## src/rtl/pcm_sample_packetizer_macros.svh

```systemverilog
`ifndef PCM_SAMPLE_PACKETIZER_MACROS_SVH
`define PCM_SAMPLE_PACKETIZER_MACROS_SVH

// same-cycle implication, checked on clk, off during reset
`define PCMPK_ASSERT_SAME(label, ante, cons, msg) \
    label: assert property (@(posedge clk) disable iff (!rst_n) (ante) |-> (cons)) \
        else $error(msg);

// next-cycle implication, checked on clk, off during reset
`define PCMPK_ASSERT_NEXT(label, ante, cons, msg) \
    label: assert property (@(posedge clk) disable iff (!rst_n) (ante) |=> (cons)) \
        else $error(msg);

`endif

```

## src/rtl/pcmpk_pkg.sv

```systemverilog
`timescale 1ns / 1ps

package pcmpk_pkg;

    localparam int CHUNK_SAMPLES = 80;
    localparam int BLOCK_SAMPLES = 512;
    localparam int COUNT_CAP     = (CHUNK_SAMPLES < BLOCK_SAMPLES) ? CHUNK_SAMPLES
                                                                   : BLOCK_SAMPLES;

    localparam int RAW_W   = 32;
    localparam int PCM_W   = 16;
    localparam int SEQ_W   = 16;
    localparam int CNT_W   = 7;
    localparam int LEFT_W  = 10;
    localparam int SHIFT_W = 5;

    localparam logic [SHIFT_W-1:0] SHIFT_RESET = 5'd14;
    localparam logic signed [PCM_W-1:0] PCM_MAX = 16'sh7FFF;
    localparam logic signed [PCM_W-1:0] PCM_MIN = 16'sh8000;

    typedef enum logic
    {
        REQ_SAMPLE = 1'b0,
        REQ_START  = 1'b1
    } req_t;

    typedef struct packed
    {
        logic                     req_type;
        logic signed [RAW_W-1:0]  raw_sample;
        logic [LEFT_W-1:0]        samples_left;
    } item_t;

    typedef struct packed
    {
        logic                     is_header;
        logic [SEQ_W-1:0]         seq_number;
        logic [CNT_W-1:0]         sample_count;
        logic signed [PCM_W-1:0]  pcm;
        logic                     packet_last;
    } result_t;

    typedef struct packed
    {
        logic consume;
        logic emit;
    } ctl_t;

endpackage

```

## src/rtl/pcm_sample_packetizer.sv

```systemverilog
`timescale 1ns / 1ps
// A request goes into the input register, its result into the result register.
// A packet-start sample puts its header, then its payload, in the single result register.
// Throughput: one request per cycle unless out_stall holds; packet-start samples also stall.
// Reset (rst_n, async, active low): empties both registers, clears sequence and packet
// position, loads shift_amount with 14.

`include "pcm_sample_packetizer_macros.svh"

module pcm_sample_packetizer
(
    input  logic                                clk,
    input  logic                                rst_n,
    input  logic                                cfg_wr_en,
    input  logic [pcmpk_pkg::SHIFT_W-1:0]       cfg_wr_data,
    input  logic                                in_valid,
    output logic                                in_stall,
    input  logic                                req_type,
    input  logic signed [pcmpk_pkg::RAW_W-1:0]  raw_sample,
    input  logic [pcmpk_pkg::LEFT_W-1:0]        samples_left,
    output logic                                out_valid,
    input  logic                                out_stall,
    output logic                                is_header,
    output logic [pcmpk_pkg::SEQ_W-1:0]         seq_number,
    output logic [pcmpk_pkg::CNT_W-1:0]         sample_count,
    output logic signed [pcmpk_pkg::PCM_W-1:0]  pcm,
    output logic                                packet_last
);

    logic [pcmpk_pkg::SHIFT_W-1:0]       shift_reg;
    logic                                in_valid_reg;
    logic                                in_valid_next;
    pcmpk_pkg::item_t                    item_reg;
    logic                                out_valid_reg;
    logic                                out_valid_next;
    pcmpk_pkg::result_t                  result_reg;
    logic                                out_free;
    logic signed [pcmpk_pkg::PCM_W-1:0]  pcm_val;
    pcmpk_pkg::ctl_t                     ctl;
    pcmpk_pkg::result_t                  result;
    logic                                in_take;

    assign out_free = !out_valid_reg || !out_stall;
    assign in_stall = in_valid_reg && !ctl.consume;
    assign in_take  = in_valid && !in_stall;

    assign in_valid_next  = in_take || (in_valid_reg && !ctl.consume);
    assign out_valid_next = ctl.emit || (out_valid_reg && out_stall);

    pcmpk_shift_sat u_shift_sat
    (
        .raw_sample   (item_reg.raw_sample),
        .shift_amount (shift_reg),
        .pcm          (pcm_val)
    );

    pcmpk_framer u_framer
    (
        .clk        (clk),
        .rst_n      (rst_n),
        .item_valid (in_valid_reg),
        .item       (item_reg),
        .pcm        (pcm_val),
        .out_free   (out_free),
        .ctl        (ctl),
        .result     (result)
    );

    always_ff @(posedge clk or negedge rst_n)
    begin
        if (!rst_n)
        begin
            shift_reg     <= pcmpk_pkg::SHIFT_RESET;
            in_valid_reg  <= 1'b0;
            out_valid_reg <= 1'b0;
        end
        else
        begin
            if (cfg_wr_en)
            begin
                shift_reg <= cfg_wr_data;
            end
            in_valid_reg  <= in_valid_next;
            out_valid_reg <= out_valid_next;
        end
    end

    always_ff @(posedge clk)
    begin
        if (in_take)
        begin
            item_reg.req_type     <= req_type;
            item_reg.raw_sample   <= raw_sample;
            item_reg.samples_left <= samples_left;
        end
        if (ctl.emit)
        begin
            result_reg <= result;
        end
    end

    assign out_valid    = out_valid_reg;
    assign is_header    = result_reg.is_header;
    assign seq_number   = result_reg.seq_number;
    assign sample_count = result_reg.sample_count;
    assign pcm          = result_reg.pcm;
    assign packet_last  = result_reg.packet_last;

    `PCMPK_ASSERT_NEXT(a_payload_after_header,
        out_valid && !out_stall && is_header, out_valid && !is_header,
        "header not followed by its payload")
    `PCMPK_ASSERT_SAME(a_count_range, out_valid && is_header,
        sample_count != '0 && sample_count <= pcmpk_pkg::CNT_W'(pcmpk_pkg::COUNT_CAP),
        "header count out of range")
    `PCMPK_ASSERT_SAME(a_payload_clean, out_valid && !is_header,
        seq_number == '0 && sample_count == '0, "payload carries header fields")
    `PCMPK_ASSERT_SAME(a_stall_held, in_stall, in_valid_reg,
        "input stalled with empty input register")

endmodule

```

## src/rtl/pcmpk_shift_sat.sv

```systemverilog
`timescale 1ns / 1ps

module pcmpk_shift_sat
(
    input  logic signed [pcmpk_pkg::RAW_W-1:0]   raw_sample,
    input  logic [pcmpk_pkg::SHIFT_W-1:0]        shift_amount,
    output logic signed [pcmpk_pkg::PCM_W-1:0]   pcm
);

    logic signed [pcmpk_pkg::RAW_W-1:0] shifted;
    logic                               fits;

    assign shifted = raw_sample >>> shift_amount;
    assign fits    = (shifted[pcmpk_pkg::RAW_W-1:pcmpk_pkg::PCM_W-1]
                      == {(pcmpk_pkg::RAW_W-pcmpk_pkg::PCM_W+1){shifted[pcmpk_pkg::PCM_W-1]}});

    always_comb
    begin
        if (fits)
        begin
            pcm = shifted[pcmpk_pkg::PCM_W-1:0];
        end
        else if (shifted[pcmpk_pkg::RAW_W-1])
        begin
            pcm = pcmpk_pkg::PCM_MIN;
        end
        else
        begin
            pcm = pcmpk_pkg::PCM_MAX;
        end
    end

endmodule

```

## src/rtl/pcmpk_framer.sv

```systemverilog
`timescale 1ns / 1ps

module pcmpk_framer
(
    input  logic                                clk,
    input  logic                                rst_n,
    input  logic                                item_valid,
    input  pcmpk_pkg::item_t                    item,
    input  logic signed [pcmpk_pkg::PCM_W-1:0]  pcm,
    input  logic                                out_free,
    output pcmpk_pkg::ctl_t                     ctl,
    output pcmpk_pkg::result_t                  result
);

    logic [pcmpk_pkg::SEQ_W-1:0]  seq_reg;
    logic [pcmpk_pkg::SEQ_W-1:0]  seq_next;
    logic [pcmpk_pkg::CNT_W-1:0]  chunk_reg;
    logic [pcmpk_pkg::CNT_W-1:0]  chunk_next;
    logic [pcmpk_pkg::LEFT_W-1:0] left_min1;
    logic [pcmpk_pkg::CNT_W-1:0]  count;

    assign left_min1 = (item.samples_left == '0) ? pcmpk_pkg::LEFT_W'(1) : item.samples_left;
    assign count     = (left_min1 < pcmpk_pkg::LEFT_W'(pcmpk_pkg::COUNT_CAP))
                       ? left_min1[pcmpk_pkg::CNT_W-1:0]
                       : pcmpk_pkg::CNT_W'(pcmpk_pkg::COUNT_CAP);

    always_comb
    begin
        ctl        = '0;
        result     = '0;
        seq_next   = seq_reg;
        chunk_next = chunk_reg;
        if (item_valid)
        begin
            if (item.req_type == pcmpk_pkg::REQ_START)
            begin
                ctl.consume = 1'b1;
                seq_next    = '0;
                chunk_next  = '0;
            end
            else if (out_free)
            begin
                ctl.emit = 1'b1;
                if (chunk_reg == '0)
                begin
                    // header first; the same request then becomes payload
                    result.is_header    = 1'b1;
                    result.seq_number   = seq_reg;
                    result.sample_count = count;
                    seq_next            = seq_reg + pcmpk_pkg::SEQ_W'(1);
                    chunk_next          = count;
                end
                else
                begin
                    ctl.consume        = 1'b1;
                    result.pcm         = pcm;
                    result.packet_last = (chunk_reg == pcmpk_pkg::CNT_W'(1));
                    chunk_next         = chunk_reg - pcmpk_pkg::CNT_W'(1);
                end
            end
        end
    end

    always_ff @(posedge clk or negedge rst_n)
    begin
        if (!rst_n)
        begin
            seq_reg   <= '0;
            chunk_reg <= '0;
        end
        else
        begin
            seq_reg   <= seq_next;
            chunk_reg <= chunk_next;
        end
    end

endmodule
```

## config.mk

```make
export PLATFORM = sky130hd
export DESIGN_NAME = pcm_sample_packetizer
export DESIGN_NICKNAME = d
export VERILOG_FILES = /design/src/rtl/pcmpk_pkg.sv /design/src/rtl/pcm_sample_packetizer.sv /design/src/rtl/pcmpk_shift_sat.sv /design/src/rtl/pcmpk_framer.sv
export VERILOG_INCLUDE_DIRS = /design/src /design/src/rtl
export SDC_FILE = /design/constraint.sdc
export NUM_CORES = 1
export LEC_CHECK = 0
export BUFFER_PORTS_ARGS = -buffer_cell sky130_fd_sc_hd__buf_2
export CORE_AREA = 2 2 126 128
export CTS_BUF_LIST = sky130_fd_sc_hd__clkbuf_4 sky130_fd_sc_hd__clkbuf_8
export DETAILED_ROUTE_END_ITERATION = 10
export DIE_AREA = 0 0 128 130
export PLACE_DENSITY = 0.76
export SYNTH_ARGS = -nofsm -noshare
export SYNTH_HDL_FRONTEND = slang
export SYNTH_SLANG_ARGS = --single-unit
```

## constraint.sdc

```tcl
create_clock -name clk -period 3.5 [get_ports clk]
set_input_delay 0.175 -clock clk [delete_from_list [all_inputs] [get_ports clk]]
set_output_delay 0.175 -clock clk [all_outputs]
set_load 0.01 [all_outputs]
```

==> Yosys cells after proc, flatten, opt, wreduce, memory -nomap -nowiden <==
Cells that the tools add are included.
{ "classes": {"addsub": 2, "magnitude_cmp": 1, "eq_ne": 2, "n_shift": 1, "n_mux": 16, "bitwise_logic": 3, "n_reduce_logical": 19} }
{ "ops": {"columns": ["op", "count"], "rows": [
  ["16-bit 2-to-1 mux", 5],
  ["32-bit by 5-bit >>> shifter with 32-bit output", 1],
  ["7-bit 2-to-1 mux", 4],
  ["24-bit 2-to-1 mux", 1],
  ["16-bit by 1-bit adder with 16-bit output (second input constant)", 1],
  ["16-bit == test", 1],
  ["10-bit logical NOT", 1],
  ["10-bit by 7-bit less-than comparator with 1-bit output (second input constant)", 1],
  ["10-bit 2-to-1 mux", 1],
  ["4-bit OR reduction", 2],
  ["7-bit by 1-bit == test with 1-bit output (second input constant)", 1],
  ["7-bit logical NOT", 1],
  ["7-bit by 1-bit subtractor with 7-bit output (second input constant)", 1],
  ["1-bit logical NOT", 4],
  ["2-bit 2-to-1 mux", 2],
  ["2-bit nonzero test", 2],
  ["1-bit logical AND", 3],
  ["1-bit logical OR", 3],
  ["1-bit 2-to-1 mux", 3],
  ["1-bit NOT", 3],
  ["3-bit AND reduction", 1],
  ["3-bit OR reduction", 1],
  ["2-bit AND reduction", 1]
]} }
{ "word_totals": {"regBits": 114, "input_bits": 53, "out_inout_bits": 43} }

==> Longest topological paths before layout <==
Gate-level depths: netlist (run 1).
{ "logic_depth": {"word_depth": 10, "depth_mapped": 12, "mapped_depth_nobuf": 10} }

==> Cells and area by module <==
From an unflattened synthesis (run 1), not the netlist that was laid out.
{ "unflattened": {"hier_cells": 557, "area_unflattened_um2": 6641.4} }
{ "modules_own_cells": {"columns": ["module", "n_inst", "cells_each", "area_each_um2", "seq_area_each_um2"], "rows": [
  ["pcm_sample_packetizer", 1, 102, 2790.2, 2701.3],
  ["pcmpk_shift_sat", 1, 260, 2224.6, 0.0],
  ["pcmpk_framer", 1, 195, 1626.6, 575.6]
]} }

==> Worst setup path before layout (run 1) <==
Ideal clock, no wire load.
{ "synth_path": {"kind": "register to register", "startpoint": "register u_framer.chunk_reg[0] (netlist name)", "endpoint": "register item_reg[0] (netlist name), enable pin", "setup_time_ns": 0.448, "t_arrival_ns": 2.984, "slack_ns": 0.068, "path_stages_with_launch": 7, "path_buffers": 0, "path_cell_list": "dfrtp_1 -> inv_1 -> ha_1 -> nor3b_1 -> nand2_1 -> a21oi_1 -> nor2b_1"} }
{ "synth_between": {"elab_chain_cells": 9} }
{ "synth_lines": {"columns": ["item", "line", "rtl"], "rows": [
  ["from (decl)", "pcmpk_framer.sv:17", "logic [pcmpk_pkg::CNT_W-1:0] chunk_reg;"],
  ["from (signal assigned)", "pcmpk_framer.sv:74", "chunk_reg <= chunk_next;"],
  ["7-bit logical NOT", "pcmpk_framer.sv:44", "if (chunk_reg == '0)"],
  ["1-bit 2-to-1 mux", "pcmpk_framer.sv:44", null],
  ["2-bit 2-to-1 mux", "pcmpk_framer.sv:41", "else if (out_free)"],
  ["1-bit 2-to-1 mux", "pcmpk_framer.sv:35", "if (item.req_type == pcmpk_pkg::REQ_START)"],
  ["2-bit 2-to-1 mux", "pcmpk_framer.sv:33", "if (item_valid)"],
  ["1-bit logical NOT", "pcm_sample_packetizer.sv:44", "assign in_stall = in_valid_reg && !ctl.consume;"],
  ["1-bit logical AND", "pcm_sample_packetizer.sv:44", null],
  ["net in_stall", "pcm_sample_packetizer.sv:17", "output logic in_stall,"],
  ["1-bit logical NOT", "pcm_sample_packetizer.sv:45", "assign in_take = in_valid && !in_stall;"],
  ["1-bit logical AND", "pcm_sample_packetizer.sv:45", null],
  ["net in_take", "pcm_sample_packetizer.sv:41", "logic in_take;"],
  ["to (decl)", "pcm_sample_packetizer.sv:33", "pcmpk_pkg::item_t item_reg;"]
]} }
The timed path passes the listed nets, and every way through them passes these cells.
A chain may end at the register's enable or synchronous reset.

==> Final worst setup path (run 1) <==
{ "layout_path": {"startpoint": "register shift_reg[1] (netlist name)", "endpoint": "register result_reg, in the netlist pcm[5], data pin"} }
{ "layout_between": {"elab_chain_cells": 3, "elab_cells_between_ends": 4, "classes_between": "eq/ne (1); shift (1); mux (2)"} }
{ "layout_lines": {"columns": ["item", "line", "rtl"], "rows": [
  ["from (decl)", "pcm_sample_packetizer.sv:30", "logic [pcmpk_pkg::SHIFT_W-1:0] shift_reg;"],
  ["from (signal assigned)", "pcm_sample_packetizer.sv:73", "shift_reg <= pcmpk_pkg::SHIFT_RESET;"],
  ["from (signal assigned)", "pcm_sample_packetizer.sv:81", "shift_reg <= cfg_wr_data;"],
  ["32-bit by 5-bit >>> shifter with 32-bit output (*)", "pcmpk_shift_sat.sv:13", "assign shifted = raw_sample >>> shift_amount;"],
  ["16-bit == test / 16-bit 2-to-1 mux (equally long branches)", "pcmpk_shift_sat.sv:15, pcmpk_shift_sat.sv:23", null],
  ["16-bit 2-to-1 mux (*)", "pcmpk_shift_sat.sv:19", "if (fits)"],
  ["to (signal assigned)", "pcm_sample_packetizer.sv:98", "result_reg <= result;"],
  ["to (decl)", "pcm_sample_packetizer.sv:36", "pcmpk_pkg::result_t result_reg;"]
]} }
Every way passes the cells marked *; elsewhere a longest branch is shown, timed or not.

==> results of run 1 <==
## per-layer routing
layer | vias to the layer above | GRT usage (%) | wire, µm
met5 | - | 0 | 0
met4 | 0 | 7.69 | 360
met3 | 31 | 4.76 | 877
met2 | 225 | 30.0 | 7170
met1 | 2541 | 25.5 | 7100
li1 | 2538 | - | -
## critical path, cell delays in order (launching register included)
cell       delay, ps
dfstp_2          800
buf_4            240
mux4_2           500
nor3b_1          280
o21ai_0          120
a21oi_1          160
and3_1           200
a21oi_2          100
a2111oi_0        460
a211oi_2         130
## area by class of cell
| type | instances | area share (%) |
|---|---|---|
| Clock buffer | 18 | 2.96 |
| Clock inverter | 14 | 1.58 |
| Multi-Input combinational cell | 432 | 37.8 |
| Sequential cell | 114 | 40.2 |
| Inverter | 13 | 0.598 |
| Tap cell | 192 | 2.94 |
| Timing Repair Buffer | 165 | 13.9 |
## layout by cell type, fill, tap and decap left out, drive strengths merged, types with 3 or more instances in the layout
cell / count
nand2b: 8
and3: 20
o211ai: 6
nand3: 8
or2: 3
inv: 17
a211o: 4
edfxtp: 84
clkinv: 6
or3: 4
dfrtp: 27
nor4: 9
nor2: 51
a21oi: 29
xor2: 8
dlygate4sd3: 54
and2: 10
mux4: 14
nor3: 11
nand2: 71
dfstp: 3
ha: 3
nor2b: 3
a21o: 6
nor3b: 3
o21ai: 43
o22ai: 3
buf: 111
mux2i: 36
clkinvlp: 3
a211oi: 17
clkbuf: 18
a31oi: 6
xnor2: 3
mux2: 23
o21a: 3
nand4: 5
## cells in the mapped netlist, drive strengths merged, types with 8 or more instances
cell    instances
a211oi         17
nand3           8
inv            12
clkbuf         17
xor2            8
o21ai          43
a21oi          29
nor3           11
buf            21
edfxtp         84
mux2i          36
dfrtp          27
nand2          71
and2           10
nor4            9
nand2b          8
mux2           23
mux4           14
nor2           51
and3           20
## repair_timing
action | CTS | global route
setup buffers | 0 | 0
hold endpoints to repair | 77 | 0
hold buffers | 54 | 0
## cell families after synthesis
group	Yosys count	synth area share, %
simple gates	211	16.0
compound gates	134	14.2
flops	114	49.6
mux	73	14.4
buf+inv	51	3.90
xor+xnor	11	1.46
fa+ha+maj	3	0.568
## where the power goes
part           total, µW  switching [µW]  internal [µW]
Clock               1180             600            576
Sequential          1850             166           1680
Combinational       1230             726            507
Total               4260            1490           2760
## path summary, 6_finish.rpt
| check | startpoint | endpoint | slack (ps) | cells after the start |
|---|---|---|---|---|
| max | shift_reg[1] | pcm[5] | 240 | 9 |
| min | cfg_wr_en | shift_reg[4] | 40 | 2 |
| max reg2reg | shift_reg[1] | pcm[5] | 240 | 9 |
| min reg2reg | u_framer.chunk_reg[1] | u_framer.chunk_reg[1] | 510 | 1 |
| max in group asynchronous | rst_n | u_framer.seq_reg[10] | 2720 | 2 |
| min in group asynchronous | rst_n | in_valid_reg | 310 | 2 |
## through the flow
| step | setup slack, ps | hold WS, ps | util (%) |
|---|---|---|---|
| floorplan | 67.8 | -121 | - |
| global placement | 324 | 268 | 47.0 |
| detailed placement | 285 | 269 | 47.0 |
| CTS | 269 | 9.93 | 52.9 |
| global route | 3.76 | 11.4 | 52.9 |
| finish | 244 | 36.2 | 52.9 |
==> metrics.cfg, run 1 <==
[critical_path]
cp-end-kind=flop
critical_path_required_ps=3680
arrival_ps=3440
startpoint_type=flop
path_class=flop to flop
worstPathMaxFanout=17

[floorplan]
dieHeight_um=130
ios=96
fp.dieW_um=128
rows=46
die_area_um2=16600
core_um2=15400
initial_core_util_pct=42.9

[cts]
cts_max_level=4
post_cts_resized=0
numCtsBuffers=17
cts_tree=done
clockBufferDepth=2
cts_sinks=114
clock_latency_ps=450
path_clk_slew_ps=80
root_buffer=clkbuf_8

[cells_and_area]
diodes=0
fillers=1332
drive_gt1_share_pct=27.1
largest_reg_flops=43
multi_input_area_um2=3090
nNetsFinal=799
syn_to_final_growth_pct=23.4
fin_area_um2=8160
fin_cells=948
regArea_um2=3280

[synth]
synth_top_cell_by_area=edfxtp_1
synth_ff_type=edfxtp_1
synthArstFlopShare_pct=26.3
syn_avg_cell_area_um2=11.1
synth_edf_count=84
synth_top_area_share_pct=38.1
yosysSeqAreaShare_pct=49.6
synth.cell_area_um2=6610
yosys_warnings=0
syn_nets=653
ys_types=68
synth-seq-cells=114
synth_cells=597
netlist_top_cells_area=edfxtp_1 38%, dfrtp_1 10%, mux2i_1 5.4%, nand2_1 4.0%, mux2_2 3.6%

[pwr]
vdd_drop_max_mv=0.246
power_density_nw_per_um2=522
power_uw=4260
p_leak_uw=0.00336

[sta]
min_period_over_period_pct=93.0
hold_viol_final=0
fmax_ghz=0.307
worstMarginPinSlew_ps=713
setup_viol_count_final=0
min_period_ps=3260
slew_violations=0
max_slew_margin_pct=52.5
fin_skew_ps=16.4
finalSetupTns_ps=0
rsz0062_at_grt=false

[global_route]
antenna_found_initial=0
grt_max_degree=44
grt_overflow_total=0
grt_pass1_vias=4922
grt_pass1_wl_um=24800
grt_usage_pct=19.1

[drt]
detail_route.iter0.violations=389
vias_per_cell=5.63
route.vias.total=5335
wl_um=15500
ant_nets=0
drt-pass1-iter-count=5
wl_per_cell_um=16.4
drc_errors=0

[status]
run_status=complete, no violations

[placement]
dp.cells=862
port_buffers=95
placed_cell_area_um2=7250
gp_congestion=0.873
hpwl_um=10600

[worst_hold_path]
hold_class=input pin to flop

[run]
cap_viol_max_count=0

Power figures use the tool's default switching activity.
==> run 2, diff against run 1 <==
--- a/config.mk
+++ b/config.mk
@@ -6,12 +6,14 @@
 export SDC_FILE = /design/constraint.sdc
 export NUM_CORES = 1
 export LEC_CHECK = 0
+export ABC_AREA = 1
 export BUFFER_PORTS_ARGS = -buffer_cell sky130_fd_sc_hd__buf_2
-export CORE_AREA = 2 2 126 128
+export CORE_AREA = 2 2 121 123
 export CTS_BUF_LIST = sky130_fd_sc_hd__clkbuf_4 sky130_fd_sc_hd__clkbuf_8
 export DETAILED_ROUTE_END_ITERATION = 10
-export DIE_AREA = 0 0 128 130
+export DIE_AREA = 0 0 123 125
 export PLACE_DENSITY = 0.76
+export SKIP_LAST_GASP = 1
 export SYNTH_ARGS = -nofsm -noshare
 export SYNTH_HDL_FRONTEND = slang
 export SYNTH_SLANG_ARGS = --single-unit
==> metrics.cfg, run 2 <==
[status]
run_status=complete, no violations

[cells_and_area]
fillers=1288
largest_reg_flops=43
final_common_cell=nand2_1
multi_input_area_um2=2460
syn_to_final_growth_pct=25.8
drive_gt1_share_pct=16.6
nNetsFinal=938
layout_common_cells=220 x nand2_1, 109 x nand3_1, 95 x buf_2, 84 x edfxtp_1, 69 x nor2_1
diodes=0
regArea_um2=3280

[floorplan]
dieHeight_um=125
rows=44
fp.dieW_um=123
initial_core_util_pct=43.1
core_um2=14200
die_area_um2=15400
ios=96

[sta]
rsz0062_at_grt=false
fmax_ghz=0.404
min_period_ps=2480
hold_viol_final=0
finalSetupTns_ps=0
slew_violations=0
worstMarginPinSlew_ps=716
fin_skew_ps=9.86
worst_hold_slack_ps=41.8
setup_viol_count_final=0
max_slew_margin_pct=52.3
min_period_over_period_pct=70.8

[critical_path]
path_delay_family=simple AND/OR/NAND/NOR gates
path_class=flop to flop
arrival_ps=2760
worstPathMaxFanout=31
path_cells=inv_2, nand2_1, nand2_1, nand2_1, nand2_1, a21oi_1, o21ai_0, nor2_1, nand3_1, nand2_1, nand2_2, nand3_2, a21oi_1
cp-end-kind=flop
path_common_cell=nand2_1
startpoint_type=flop
path_buf_inv=1
critical_path_required_ps=3780
critPathSlowestCell=dfrtp_1
max_stage_delay_ps=390

[pwr]
comb_power_share_pct=25.7
power_switching_uw=1390
p_clk_share_pct=32.7
sw_frac_of_total_pct=32.9
vdd_drop_max_mv=0.374
intPower_uw=2830
power_density_nw_per_um2=549
p_leak_uw=0.00340
power_frac_seq_pct=41.6

[synth]
yosys_warnings=0
synthArstFlopShare_pct=26.3
synth_cells=744
synth_top_area_share_pct=41.2
synth_ff_type=edfxtp_1
ys_types=40
synth_top_cell_by_area=edfxtp_1
synth.most_common_cell=nand2_1
synthTopCellsByCount=220 x nand2_1, 109 x nand3_1, 84 x edfxtp_1, 71 x nor2_1, 55 x o21ai_0
synth.cell_area_um2=6120
syn_nets=800
syn_avg_cell_area_um2=8.22
synth-seq-cells=114
netlist_top_cells_area=edfxtp_1 41%, nand2_1 13%, dfrtp_1 11%, nand3_1 8.9%, o21ai_0 4.5%
yosysSeqAreaShare_pct=53.6
synth_edf_count=84

[drt]
detail_route.iter0.violations=477
wl_um=14900
route.vias.total=5553
wl_per_cell_um=13.8
drt-pass1-iter-count=5
vias_per_cell=5.15
ant_nets=0
drc_errors=0

[global_route]
grt_pass1_wl_um=24900
grt_pass1_vias=5403
grt_overflow_total=0
grt_max_degree=44
grt_usage_pct=20.6
antenna_found_initial=0

[cts]
clock_latency_ps=450
cts_tree=done
cts_sinks=114
path_clk_slew_ps=70
root_buffer=clkbuf_8
clockBufferDepth=2
post_cts_resized=0
numCtsBuffers=17
cts_max_level=4

[run]
cap_viol_max_count=0

[placement]
gp_congestion=0.966
port_buffers=95
hpwl_um=10200

[worst_hold_path]
hold_class=input pin to flop

-- run 2: changes by cell type after synthesis, sizes merged, moves of 8 or more --
cell,delta
nand2b,-8
nor2,+21
mux4,-14
inv,+44
a211oi,-16
nand3,+102
o21ai,+13
nand2,+151
and3,-19
mux2,-23
mux2i,-34
and2,-9
-- run 2: worst reg2reg max path: cells and delay by family, from the launching register on --
kind / cells / cell delay [ps]
and+or+nand+nor: 9 / 940
buffers and inverters: 1 / 350
DFF: 1 / 390
AOI/OAI and AO/OA: 3 / 640
-- run 2: layout make-up --
type / count / share of cell area, %
clock inverter: 14 / 2.63
multi-input combinational: 536 / 32.0
clock buffer: 18 / 3.14
inverter: 57 / 2.78
timing repair buffer: 156 / 13.9
sequential: 114 / 42.6
tap: 184 / 2.99
-- run 2: final timing paths --
check	from	endpoint	slack, ps	cells after the start
max	shift_reg[0]	pcm[9]	1020	13
min	out_stall	out_valid	40	3
max reg2reg	shift_reg[0]	pcm[9]	1020	13
min reg2reg	u_framer.chunk_reg[6]	u_framer.chunk_reg[6]	490	2
max in group asynchronous	rst_n	shift_reg[4]	2720	2
min in group asynchronous	rst_n	u_framer.seq_reg[14]	310	2
-- run 2: power by group through the flow --
stage          registers (µW)  clock network (µW)  logic (µW)
6_report                 1760                1380        1090
4_1_cts                  1760                1400        1070
3_3_place_gp             1780                   0        1000
2_1_floorplan            1800                   0         718
3_5_place_dp             1780                   0        1020
5_1_grt                  1780                1470        1230
-- run 2: kinds of logic (layout without fill, tap and decap cells) --
family	Yosys count	in the layout	share of synthesized area, %
adders and majority gates	3	3	0.614
DFF	114	114	53.6
and+or+nand+nor	418	418	28.6
AOI/OAI and AO/OA	108	108	9.78
xor gates and xnor gates	5	5	0.716
buffers and inverters	94	245	6.44
muxes	2	2	0.327
-- run 2: timing repair --
item	in CTS	in global routing
buffers inserted	0	0
hold endpoints to repair	76	0
hold buffers	53	0
-- run 2: layer usage --
metal  up-vias  share of wire, %  track usage (%)
met5         -                 0                0
met4         0               2.9             8.82
met3        34               4.7             4.61
met2       191                48             33.8
met1      2539                44             26.1
li1       2789                 -                -
-- run 2: per-stage QoR --
step	setup slack, ps	total power (µW)	cell area, µm²	cells	util (%)
floorplan	219	2520	6120	744	-
global placement	1120	2780	6720	994	47.3
detailed placement	1080	2810	6720	994	47.3
CTS	1060	4230	7690	1079	54.2
global route	656	4480	7690	1079	54.2
finish	1020	4220	7690	1079	54.2
